$ cat src/design/rpd_pkg.sv
// ----------------------------------------------------------------------------
// rpd_pkg
// Shared types and constants for the RGB pixel run decoder.
// ----------------------------------------------------------------------------
package rpd_pkg;

    localparam int unsigned BYTE_W   = 8;
    localparam int unsigned PHASE_W  = 3;
    localparam int unsigned IN_DATA_W  = 8;
    localparam int unsigned OUT_DATA_W = 32;

    localparam logic [BYTE_W-1:0] LIT_THRESHOLD = 8'd128;
    localparam logic [BYTE_W-1:0] RUN_BASE      = 8'd129;
    localparam logic [BYTE_W-1:0] LIT_BASE      = 8'd127;

    typedef enum logic [0:0] {
        MODE_BYTERUN = 1'b0,
        MODE_RLE     = 1'b1
    } run_mode_t;

    typedef enum logic [PHASE_W-1:0] {
        PH_CTRL  = 3'd0,
        PH_COUNT = 3'd1,
        PH_RED   = 3'd2,
        PH_GREEN = 3'd3,
        PH_BLUE  = 3'd4
    } phase_t;

    typedef struct packed {
        logic [BYTE_W-1:0] in_byte;
        logic              end_of_data;
    } in_item_t;

    typedef struct packed {
        logic [BYTE_W-1:0] repeat_count;
        logic [BYTE_W-1:0] blue;
        logic [BYTE_W-1:0] green;
        logic [BYTE_W-1:0] red;
    } result_t;

endpackage

$ cat src/design/rpd_in_stage.sv
// ----------------------------------------------------------------------------
// rpd_in_stage
// Input register: holds one compressed byte until the decoder consumes it.
// ----------------------------------------------------------------------------
module rpd_in_stage (
    input  logic                             clk,
    input  logic                             rst_n,
    input  logic                             s_axis_tvalid,
    output logic                             s_axis_tready,
    input  logic [rpd_pkg::IN_DATA_W-1:0]    s_axis_tdata,
    input  logic                             s_axis_tlast,
    input  logic                             consume,
    output logic                             item_valid,
    output rpd_pkg::in_item_t                item
);
    import rpd_pkg::*;

    logic     valid_reg;
    logic     valid_next;
    in_item_t item_reg;

    assign s_axis_tready = !valid_reg || consume;
    assign valid_next    = s_axis_tvalid || (valid_reg && !consume);

    always_ff @(posedge clk or negedge rst_n)
    begin
        if (!rst_n)
        begin
            valid_reg <= 1'b0;
        end
        else if (s_axis_tready)
        begin
            valid_reg <= valid_next;
        end
    end

    always_ff @(posedge clk)
    begin
        if (s_axis_tvalid && s_axis_tready)
        begin
            item_reg.in_byte     <= s_axis_tdata[BYTE_W-1:0];
            item_reg.end_of_data <= s_axis_tlast;
        end
    end

    assign item_valid = valid_reg;
    assign item       = item_reg;

endmodule

$ cat src/design/rpd_decode.sv
// ----------------------------------------------------------------------------
// rpd_decode
// Control-byte decoder: phase tracking, run/literal counts and triple assembly.
// ----------------------------------------------------------------------------
module rpd_decode (
    input  logic                clk,
    input  logic                rst_n,
    input  logic                cfg_valid,
    input  logic                cfg_data,
    input  logic                consume,
    input  rpd_pkg::in_item_t   item,
    output logic                res_fire,
    output rpd_pkg::result_t    res
);
    import rpd_pkg::*;

    run_mode_t         mode_reg;
    phase_t            phase_reg,   phase_next;
    logic              lit_reg,     lit_next;
    logic [BYTE_W-1:0] left_reg,    left_next;
    logic [BYTE_W-1:0] repeat_reg,  repeat_next;
    logic [BYTE_W-1:0] red_reg,     red_next;
    logic [BYTE_W-1:0] green_reg,   green_next;
    logic [BYTE_W-1:0] b;
    logic              is_blue;

    assign b = item.in_byte;

    always_comb
    begin
        phase_next  = phase_reg;
        lit_next    = lit_reg;
        left_next   = left_reg;
        repeat_next = repeat_reg;
        red_next    = red_reg;
        green_next  = green_reg;
        is_blue     = 1'b0;
        case (phase_reg)
            PH_COUNT:
            begin
                if (b == '0)
                begin
                    phase_next = PH_CTRL;
                    lit_next   = 1'b0;
                    left_next  = '0;
                end
                else
                begin
                    phase_next  = PH_RED;
                    lit_next    = 1'b1;
                    left_next   = b;
                    repeat_next = 8'd1;
                end
            end
            PH_RED:
            begin
                red_next   = b;
                phase_next = PH_GREEN;
            end
            PH_GREEN:
            begin
                green_next = b;
                phase_next = PH_BLUE;
            end
            PH_BLUE:
            begin
                is_blue = 1'b1;
                if (lit_reg && (left_reg > 8'd1))
                begin
                    left_next  = left_reg - 8'd1;
                    phase_next = PH_RED;
                end
                else
                begin
                    left_next  = '0;
                    lit_next   = 1'b0;
                    phase_next = PH_CTRL;
                end
            end
            default:
            begin
                if (mode_reg == MODE_BYTERUN)
                begin
                    phase_next = PH_RED;
                    if (b < LIT_THRESHOLD)
                    begin
                        lit_next    = 1'b0;
                        left_next   = '0;
                        repeat_next = RUN_BASE - b;
                    end
                    else
                    begin
                        lit_next    = 1'b1;
                        left_next   = b - LIT_BASE;
                        repeat_next = 8'd1;
                    end
                end
                else
                begin
                    if (b == '0)
                    begin
                        phase_next = PH_COUNT;
                        lit_next   = 1'b1;
                        left_next  = '0;
                    end
                    else
                    begin
                        phase_next  = PH_RED;
                        lit_next    = 1'b0;
                        left_next   = '0;
                        repeat_next = b;
                    end
                end
            end
        endcase
        if (item.end_of_data)
        begin
            phase_next = PH_CTRL;
            lit_next   = 1'b0;
            left_next  = '0;
        end
    end

    assign res_fire         = consume && is_blue;
    assign res.red          = red_reg;
    assign res.green        = green_reg;
    assign res.blue         = b;
    assign res.repeat_count = lit_reg ? 8'd1 : repeat_reg;

    always_ff @(posedge clk or negedge rst_n)
    begin
        if (!rst_n)
        begin
            mode_reg   <= MODE_BYTERUN;
            phase_reg  <= PH_CTRL;
            lit_reg    <= 1'b0;
            left_reg   <= '0;
            repeat_reg <= '0;
            red_reg    <= '0;
            green_reg  <= '0;
        end
        else
        begin
            if (cfg_valid)
            begin
                mode_reg <= run_mode_t'(cfg_data);
            end
            if (consume)
            begin
                phase_reg  <= phase_next;
                lit_reg    <= lit_next;
                left_reg   <= left_next;
                repeat_reg <= repeat_next;
                red_reg    <= red_next;
                green_reg  <= green_next;
            end
        end
    end

endmodule

$ cat src/design/rpd_out_stage.sv
// ----------------------------------------------------------------------------
// rpd_out_stage
// Result register: holds one decoded triple until the downstream takes it.
// ----------------------------------------------------------------------------
module rpd_out_stage (
    input  logic                             clk,
    input  logic                             rst_n,
    input  logic                             res_fire,
    input  rpd_pkg::result_t                 res,
    output logic                             out_free,
    output logic                             m_axis_tvalid,
    input  logic                             m_axis_tready,
    output logic [rpd_pkg::OUT_DATA_W-1:0]   m_axis_tdata
);
    import rpd_pkg::*;

    logic    valid_reg;
    result_t res_reg;

    assign out_free = !valid_reg || m_axis_tready;

    always_ff @(posedge clk or negedge rst_n)
    begin
        if (!rst_n)
        begin
            valid_reg <= 1'b0;
        end
        else if (out_free)
        begin
            valid_reg <= res_fire;
        end
    end

    always_ff @(posedge clk)
    begin
        if (res_fire)
        begin
            res_reg <= res;
        end
    end

    assign m_axis_tvalid = valid_reg;
    assign m_axis_tdata  = res_reg;

endmodule

$ cat src/design/rgb_pixel_run_decoder.sv
// ----------------------------------------------------------------------------
// rgb_pixel_run_decoder
// Decodes ByteRun or zero-escaped RLE byte streams into RGB triples with
// repeat counts.
//
//   channel  | dir | handshake               | payload
//   s_axis   | in  | s_axis_tvalid/tready    | tdata in_byte, tlast end_of_data
//   m_axis   | out | m_axis_tvalid/tready    | tdata red, green, blue, repeat_count
//   cfg      | in  | cfg_valid/cfg_ready     | cfg_data run_mode
//
// One byte per clock sustained while m_axis takes results; a result becomes
// valid after its last byte passes the input register, then the result register.
// A result stalled at m_axis holds the decoder; s_axis_tready then drops
// once the input register is full.
// Reset clears the phase, counts, held colors and run_mode to ByteRun.
// ----------------------------------------------------------------------------
module rgb_pixel_run_decoder (
    input  logic                             clk,
    input  logic                             rst_n,
    input  logic                             s_axis_tvalid,
    output logic                             s_axis_tready,
    input  logic [rpd_pkg::IN_DATA_W-1:0]    s_axis_tdata,  // [7:0] in_byte
    input  logic                             s_axis_tlast,
    output logic                             m_axis_tvalid,
    input  logic                             m_axis_tready,
    output logic [rpd_pkg::OUT_DATA_W-1:0]   m_axis_tdata,  // red, green, blue, repeat_count
    input  logic                             cfg_valid,
    output logic                             cfg_ready,
    input  logic                             cfg_data
);
    import rpd_pkg::*;

    logic     item_valid;
    in_item_t item;
    logic     out_free;
    logic     consume;
    logic     res_fire;
    result_t  res;

    assign consume   = item_valid && out_free;
    assign cfg_ready = 1'b1;

    rpd_in_stage u_in (
        .clk           (clk),
        .rst_n         (rst_n),
        .s_axis_tvalid (s_axis_tvalid),
        .s_axis_tready (s_axis_tready),
        .s_axis_tdata  (s_axis_tdata),
        .s_axis_tlast  (s_axis_tlast),
        .consume       (consume),
        .item_valid    (item_valid),
        .item          (item)
    );

    rpd_decode u_dec (
        .clk       (clk),
        .rst_n     (rst_n),
        .cfg_valid (cfg_valid),
        .cfg_data  (cfg_data),
        .consume   (consume),
        .item      (item),
        .res_fire  (res_fire),
        .res       (res)
    );

    rpd_out_stage u_out (
        .clk           (clk),
        .rst_n         (rst_n),
        .res_fire      (res_fire),
        .res           (res),
        .out_free      (out_free),
        .m_axis_tvalid (m_axis_tvalid),
        .m_axis_tready (m_axis_tready),
        .m_axis_tdata  (m_axis_tdata)
    );

endmodule

$ cat config.mk
export PLATFORM = sky130hd
export DESIGN_NAME = rgb_pixel_run_decoder
export DESIGN_NICKNAME = d
export VERILOG_FILES = /design/src/design/rpd_pkg.sv /design/src/design/rpd_in_stage.sv /design/src/design/rpd_decode.sv /design/src/design/rpd_out_stage.sv /design/src/design/rgb_pixel_run_decoder.sv
export SDC_FILE = /design/constraint.sdc
export NUM_CORES = 1
export LEC_CHECK = 0
export ABC_AREA = 1
export BUFFER_PORTS_ARGS = -buffer_cell sky130_fd_sc_hd__buf_2
export CAP_MARGIN = 40
export CORE_ASPECT_RATIO = 1.4
export CORE_MARGIN = 1
export CORE_UTILIZATION = 40
export DETAILED_ROUTE_END_ITERATION = 10
export REMOVE_ABC_BUFFERS = 1
export SYNTH_ARGS = -nofsm -noshare
export SYNTH_HDL_FRONTEND = slang
export SYNTH_SLANG_ARGS = --single-unit
$ cat constraint.sdc
create_clock -name clk -period 2.8 [get_ports clk]
set_clock_uncertainty 0.1 [all_clocks]
set_input_delay 0.28 -clock clk [delete_from_list [all_inputs] [get_ports clk]]
set_output_delay 0.28 -clock clk [all_outputs]
set_load 0.1 [all_outputs]
==> flow_summary.toml, run 1 <==
[logic_synthesis]
synthSimpleGateAreaFrac_pct = 20.83
synth.cell_area_sq_um = 3682
post_synth_fa_ha_maj_area_fraction_pct = 2.039
synth-warning-count = 0
synth-xor-area-share_pct = 1.665
post_synth.cell_area_avg_sq_um = 9.540
synth_compound_area_share_pct = 8.733
synthDistinctLibCells = 30
synthTopCellsByArea = "edfxtp_1 33%, dfrtp_1 27%, nand2_1 11%"
synth_top_cell_area_share_pct = 33.44
seq_total_area_yosys_pct = 59.94
netlist.top_cell.by_area = "edfxtp_1"
ys_seq_elements = 80
synth.area.mux_share_pct = 0
main_combinational_cell_family_by_area_after_synthesis = "simple AND/OR/NAND/NOR gates"
synthesis.instances = 386

[cells_and_area]
area.sequential_sq_um = 2207
num-nets-final = 461
max_ffs_per_register = 32
syn_to_final_growth_pct = 17.13
area_occupied_by_multi_input_gates_sq_um = 1231
fraction_of_layout_instances_using_a_drive_strength_above_1_pct = 19.37
num_antenna_cells = 0
fill_cells = 840

[place]
globalplace.congestion = 0.9057
dp_hpwl_um = 5813
placement.io_buffers = 48

[floorplan]
io_pins = 50
floorplan.initialDensity_pct = 41.02
fp.dieW_um = 83.09
floorplan.core_area_sq_um = 8977
die-area_sq_um = 9599
num_rows = 41
die_h_um = 115.5

[clocking]
cts.sink_count = 80
cts_tree = "built"
clock_insertion_delay_worst_skew_ns = 0.33
tritoncts.num_buffers = 9
clkSlewWorstSetupHoldPaths_ns = 0.06
hold_fix_buffer_count_after_cts = 1
post_cts_buffers = 0
ctsResizeCount = 0
cts_htree_levels = 3
clockBufferDepth = 2
clk_root_buffer_cell = "clkbuf_16"

[timing]
rsz0062_at_grt = "no"
slew_at_the_pin_closest_to_its_max_slew_limit_ns = 0.6367
fmaxAchievable_mhz = 549.8
timing_hold_violations_final = 0
slew_viol_final = 0
setup_tns_ns = 0
post-route-min-period_ns = 1.819
layout_worst_path_cycle_share_pct = 64.96
slew_headroom_pct = 57.43
report.final.setup_viol = 0

[critical_path]
r2r_setup_slack_ns = 0.98
timing.critical_path.from_type = "flop"
top_fanout_value_on_the_critical_path = 12
crit_path_cell_trace = "inv_1 > ha_1 > nand2_1 > nor2_2 > nand2_1 > nand2_2 > inv_2 > o21ai_0 > o21ai_2"
critical-path-max-stage-delay_ns = 0.48
critical-path-slowest-cell = "edfxtp_1"
critical_path.endpoint_type = "flop"
largest_delay_share_family_worst_path = "flip-flops"
timing.critical_path.buf_inv = 2
worstPathRequired_ns = 2.91
crit_top_cell = "nand2_1"
setup.worst_path.class = "reg -> reg"
crit_arrival_ns = 1.93

[min_path]
min_path_type = "in -> reg"

[global_routing]
antenna_found_initial = 0
grt_overflow = 0
first_global_vias = 2648
grtUsageTotal_pct = 17.57
grt_max_degree = 33
grt_pass1_wl_um = 12970

[route]
vias = 2747
met2_length_um = 4013
top_layer_used = "met4"
drt_first_iter_violations = 184
m1WireLength_um = 3216
drtPass1Iterations = 4
post-route-drc-count = 0
antenna_left = 0
detail_route.wirelength_um = 7753
routed_via_density = 4.985
met3_wirelength_um = 232
drt-wirelength-per-cell_um = 14.07

[run_status]
run_status = "complete, no violations"

[flow_run]
timing.max_cap.violations = 0

[power_and_ir_drop]
irDropWorstVdd_mv = 0.4236
total_leakage_power_nw = 2.005
design_power_total_mw = 3.431
power.density_cell_area_nw_per_um2 = 795.6
==> worst paths after layout <==
path	start	depth (start not counted)	end
min reg2reg	u_dec.green_reg[4]$_DFFE_PN0P_	0	u_out.m_axis_tdata[12]$_DFFE_PP_
min in group asynchronous	rst_n	2	u_dec.mode_reg$_DFFE_PN0P_
min	s_axis_tlast	1	u_in.item[0]$_DFFE_PP_
max in group asynchronous	rst_n	3	u_dec.red_reg[6]$_DFFE_PN0P_
max reg2reg	u_in.item[2]$_DFFE_PP_	9	u_dec.repeat_reg[0]$_DFFE_PN0P_
max	u_in.item[2]$_DFFE_PP_	9	u_dec.repeat_reg[0]$_DFFE_PN0P_
==> cell families (layout without fill, tap and decap cells) <==
logic type               count (synthesis)  in the layout
AO/OA/AOI/OAI                           60             60
buffers and inverters                   55            113
adder cells (fa/ha/maj)                  6              6
flip-flops                              80             80
AND/OR/NAND/NOR                        177            177
XOR/XNOR                                 7              7
other                                    1              1
==> Yosys cell counts, drive strengths merged <==
cell type / count
nand2: 107
xnor2: 2
buf: 8
xor2: 5
nand4: 5
nor3: 2
inv: 47
nand3: 27
o21ai: 41
nor2: 35
o211ai: 1
o21a: 1
a21oi: 16
ha: 6
o22ai: 1
edfxtp: 41
conb: 1
nand3b: 1
dfrtp: 39
==> worst reg2reg max path: cells and delay by family (launching register included) <==
kind	cells	cell delay, ns
AOI/OAI and AO/OA	2	0.19
adders and majority gates	1	0.18
and+or+nand+nor	4	0.41
DFF	1	0.48
buffers and inverters	2	0.33
==> through the flow <==
step / util [%] / worst slack, ns / instance area [sq um] / hold WS [ns] / instances
floorplan: - / -0.1925 / 3612 / -0.1156 / 378
global placement: 44.52 / 1.053 / 3996 / 0.3339 / 534
detailed placement: 44.74 / 1.012 / 4016 / 0.1377 / 535
CTS: 48.04 / 0.9951 / 4313 / 0.009298 / 551
global route: 48.04 / 0.8149 / 4313 / 0.009494 / 551
finish: 48.04 / 0.9810 / 4313 / 0.01853 / 551
==> report_power, final <==
group | leakage [nW] | switching [mW] | total [mW] | internal, mW
combinational | 0.990 | 0.459 | 0.685 | 0.226
clock | 0.133 | 0.444 | 1.13 | 0.685
sequential | 0.882 | 0.132 | 1.62 | 1.49
total | 2.00 | 1.03 | 3.43 | 2.40
==> layout make-up <==
type | count | area share, %
Clock inverter | 5 | 1.334
Sequential cell | 80 | 51.17
Tap cell | 107 | 3.104
Clock buffer | 10 | 5.309
Timing Repair Buffer | 51 | 6.440
Multi-Input combinational cell | 251 | 28.55
Inverter | 47 | 4.091
==> layout by cell type, fill, tap and decap left out, drive strengths merged <==
| master | n |
|---|---|
| nand2 | 107 |
| buf | 50 |
| inv | 48 |
| edfxtp | 41 |
| o21ai | 41 |
| dfrtp | 39 |
| nor2 | 35 |
| nand3 | 27 |
| a21oi | 16 |
| clkbuf | 10 |
| ha | 6 |
| nand4 | 5 |
| xor2 | 5 |
| xnor2 | 2 |
| clkinvlp | 2 |
| nor3 | 2 |
| o211ai | 1 |
| o22ai | 1 |
| nand3b | 1 |
| o21a | 1 |
| conb | 1 |
| clkinv | 1 |
| bufinv | 1 |
| dlygate4sd3 | 1 |
==> metal layers <==
metal  vias up  global-route usage [%]
met2        60                   31.86
li1       1374                       -
met4         0                   9.310
met5         -                       0
met1      1294                   19.50
met3        19                   3.561
No activity file was read; power rests on OpenSTA's default activity.
==> run 2, diff against run 1 <==
==> constraint.sdc (replaced) <==
create_clock -name clk -period 1.86 [get_ports clk]
set_clock_uncertainty 0.1 [all_clocks]
set_input_delay 0.186 -clock clk [delete_from_list [all_inputs] [get_ports clk]]
set_output_delay 0.186 -clock clk [all_outputs]
set_load 0.1 [all_outputs]
==> run 2 against run 1 <==
- sequential share of layout area fell by 2.9 points
- critical path type unchanged
- non-clock buffer count grew 24
- hold slack better by 0.033 ns
- highest routed layer unchanged
- critical path depth shrank 2
- flip-flop and latch count unchanged
- register-to-register slack got worse by 0.82 ns
- power grew 57%
- largest cell class unchanged
- sequential power grew 49%
==> flow_summary.toml, run 2 (same netlist as run 1, synthesis figures left out) <==
[run_status]
run_status = "complete, no violations"

[clocking]
cts_htree_levels = 3
clock_insertion_delay_worst_skew_ns = 0.34
clk_root_buffer_cell = "clkbuf_16"
ctsResizeCount = 0
cts_tree = "built"
tritoncts.num_buffers = 9
clkSlewWorstSetupHoldPaths_ns = 0.06
cts.sink_count = 80
clockBufferDepth = 2

[timing]
slew_viol_final = 0
timing_hold_violations_final = 0
post-route-min-period_ns = 1.696
slew_headroom_pct = 63.92
slew_at_the_pin_closest_to_its_max_slew_limit_ns = 0.5412
report.final.setup_viol = 0
hold-worst-slack_ns = 0.05158
fmaxAchievable_mhz = 589.6
layout_worst_path_cycle_share_pct = 91.19
setup_tns_ns = 0
setup_slack_ns = 0.1640
rsz0062_at_grt = "no"

[global_routing]
grt_overflow = 0
first_global_vias = 2762
grt_most_used_layer = "met2"
grt.met2_usage_pct = 34.37
antenna_found_initial = 0
grt_max_degree = 33
grt_pass1_wl_um = 13380
grt_use_met3_pct = 4.274
grtUsageMet1_pct = 19.40
grtUsageTotal_pct = 18.27

[place]
globalplace.congestion = 0.9031
detailedPlace.worstSlack_ns = 0.1883
dp_hpwl_um = 5984
placed_cells_incl_taps = 547
placement.io_buffers = 48

[floorplan]
io_pins = 50
floorplan.core_area_sq_um = 8977
die_h_um = 115.5
num_rows = 41
fp.dieW_um = 83.09
floorplan.initialDensity_pct = 41.02
die-area_sq_um = 9599

[route]
routed_via_density = 4.856
post-route-drc-count = 0
drtPass1Iterations = 4
antenna_left = 0
detail_route.wirelength_um = 8150
vias = 2797
drt_first_iter_violations = 171
drt-wirelength-per-cell_um = 14.15

[critical_path]
critical-path-max-stage-delay_ns = 0.43
timing.critical_path.from_type = "flop"
critical_path.endpoint_type = "flop"
critical-path-slowest-cell = "dfrtp_1"
timing.critical_path.buf_inv = 1
crit_top_cell = "nand2_1"
worstPathRequired_ns = 2.04
largest_delay_share_family_worst_path = "simple AND/OR/NAND/NOR gates"
crit_arrival_ns = 1.87
crit_path_cell_trace = "inv_2 > nand3_2 > nor2_1 > nand2_1 > o21ai_0 > nand2_1 > nand2_1"
setup.worst_path.class = "reg -> reg"
top_fanout_value_on_the_critical_path = 6

[power_and_ir_drop]
power.density_cell_area_nw_per_um2 = 1181
irDropWorstVdd_mv = 0.8653
total_leakage_power_nw = 2.136

[min_path]
min_path_type = "in -> reg"

[cells_and_area]
max_ffs_per_register = 32
layout_common_cells = "104 x nand2_1, 48 x buf_2, 41 x edfxtp_1"
mostFrequentLayoutCell = "nand2_1"
num-nets-final = 485
syn_to_final_growth_pct = 24.06
num_antenna_cells = 0
non_filler_instances = 576
fraction_of_layout_instances_using_a_drive_strength_above_1_pct = 21.32

[flow_run]
timing.max_cap.violations = 0
==> run 2: stage by stage <==
| stage | total power [mW] | instance area (sq um) | util (%) |
|---|---|---|---|
| after global placement | 3.494 | 4119 | 45.88 |
| final | 5.393 | 4568 | 50.89 |
| after CTS | 5.431 | 4568 | 50.89 |
| after detailed placement | 3.526 | 4119 | 45.88 |
| after global routing | 5.691 | 4568 | 50.89 |
| after floorplan | 3.210 | 3612 | - |
==> run 2: power by group <==
group	internal, mW	leakage [nW]	switching (mW)	total (mW)
Combinational	0.385	1.10	0.717	1.10
Sequential	2.24	0.882	0.176	2.41
Clock	1.17	0.153	0.706	1.88
Total	3.79	2.14	1.60	5.39
==> run 2: path summary, 6_finish.rpt <==
path                       slack [ns]                      startpoint                              end  cells past startpoint
hold reg to reg                  0.35    u_dec.red_reg[6]$_DFFE_PN0P_  u_out.m_axis_tdata[6]$_DFFE_PP_                      0
hold / removal                   0.05                   m_axis_tready      u_in.item_valid$_DFFE_PN0N_                      4
min in group asynchronous        0.26                           rst_n  u_dec.repeat_reg[4]$_DFFE_PN0P_                      2
setup / recovery                 0.16  u_dec.phase_reg[0]$_DFFE_PN0P_    u_dec.left_reg[4]$_DFFE_PN0P_                      7
setup reg to reg                 0.16  u_dec.phase_reg[0]$_DFFE_PN0P_    u_dec.left_reg[4]$_DFFE_PN0P_                      7
max in group asynchronous        0.90                           rst_n     u_dec.red_reg[7]$_DFFE_PN0P_                      3
==> run 2: area by class of cell <==
cell class	count	area, sq um
fill	811	4409
sequential	80	2207
multi-input combinational	251	1231
timing repair buffer	75	500.5
clock buffer	9	225.2
inverter	47	176.4
tap	107	133.9
clock inverter	7	93.84
==> run 2: timing repair <==
item / in CTS / in global routing
buffers inserted: 0 / 0
hold buffers: 13 / 0
endpoints found under the hold margin: 30 / 0
==> run 2: metal layers <==
metal / wire length [um] / share of wire [%]
met5: 0 / 0
met1: 3313 / 41
met4: 222 / 2.7
met3: 256 / 3.1
met2: 4359 / 53
==> run 2: worst register-to-register path: stages, from the launching register on <==
cell and delay (ns):
dfrtp_1 0.43, inv_2 0.11, nand3_2 0.21, nor2_1 0.25
nand2_1 0.19, o21ai_0 0.20, nand2_1 0.08, nand2_1 0.06
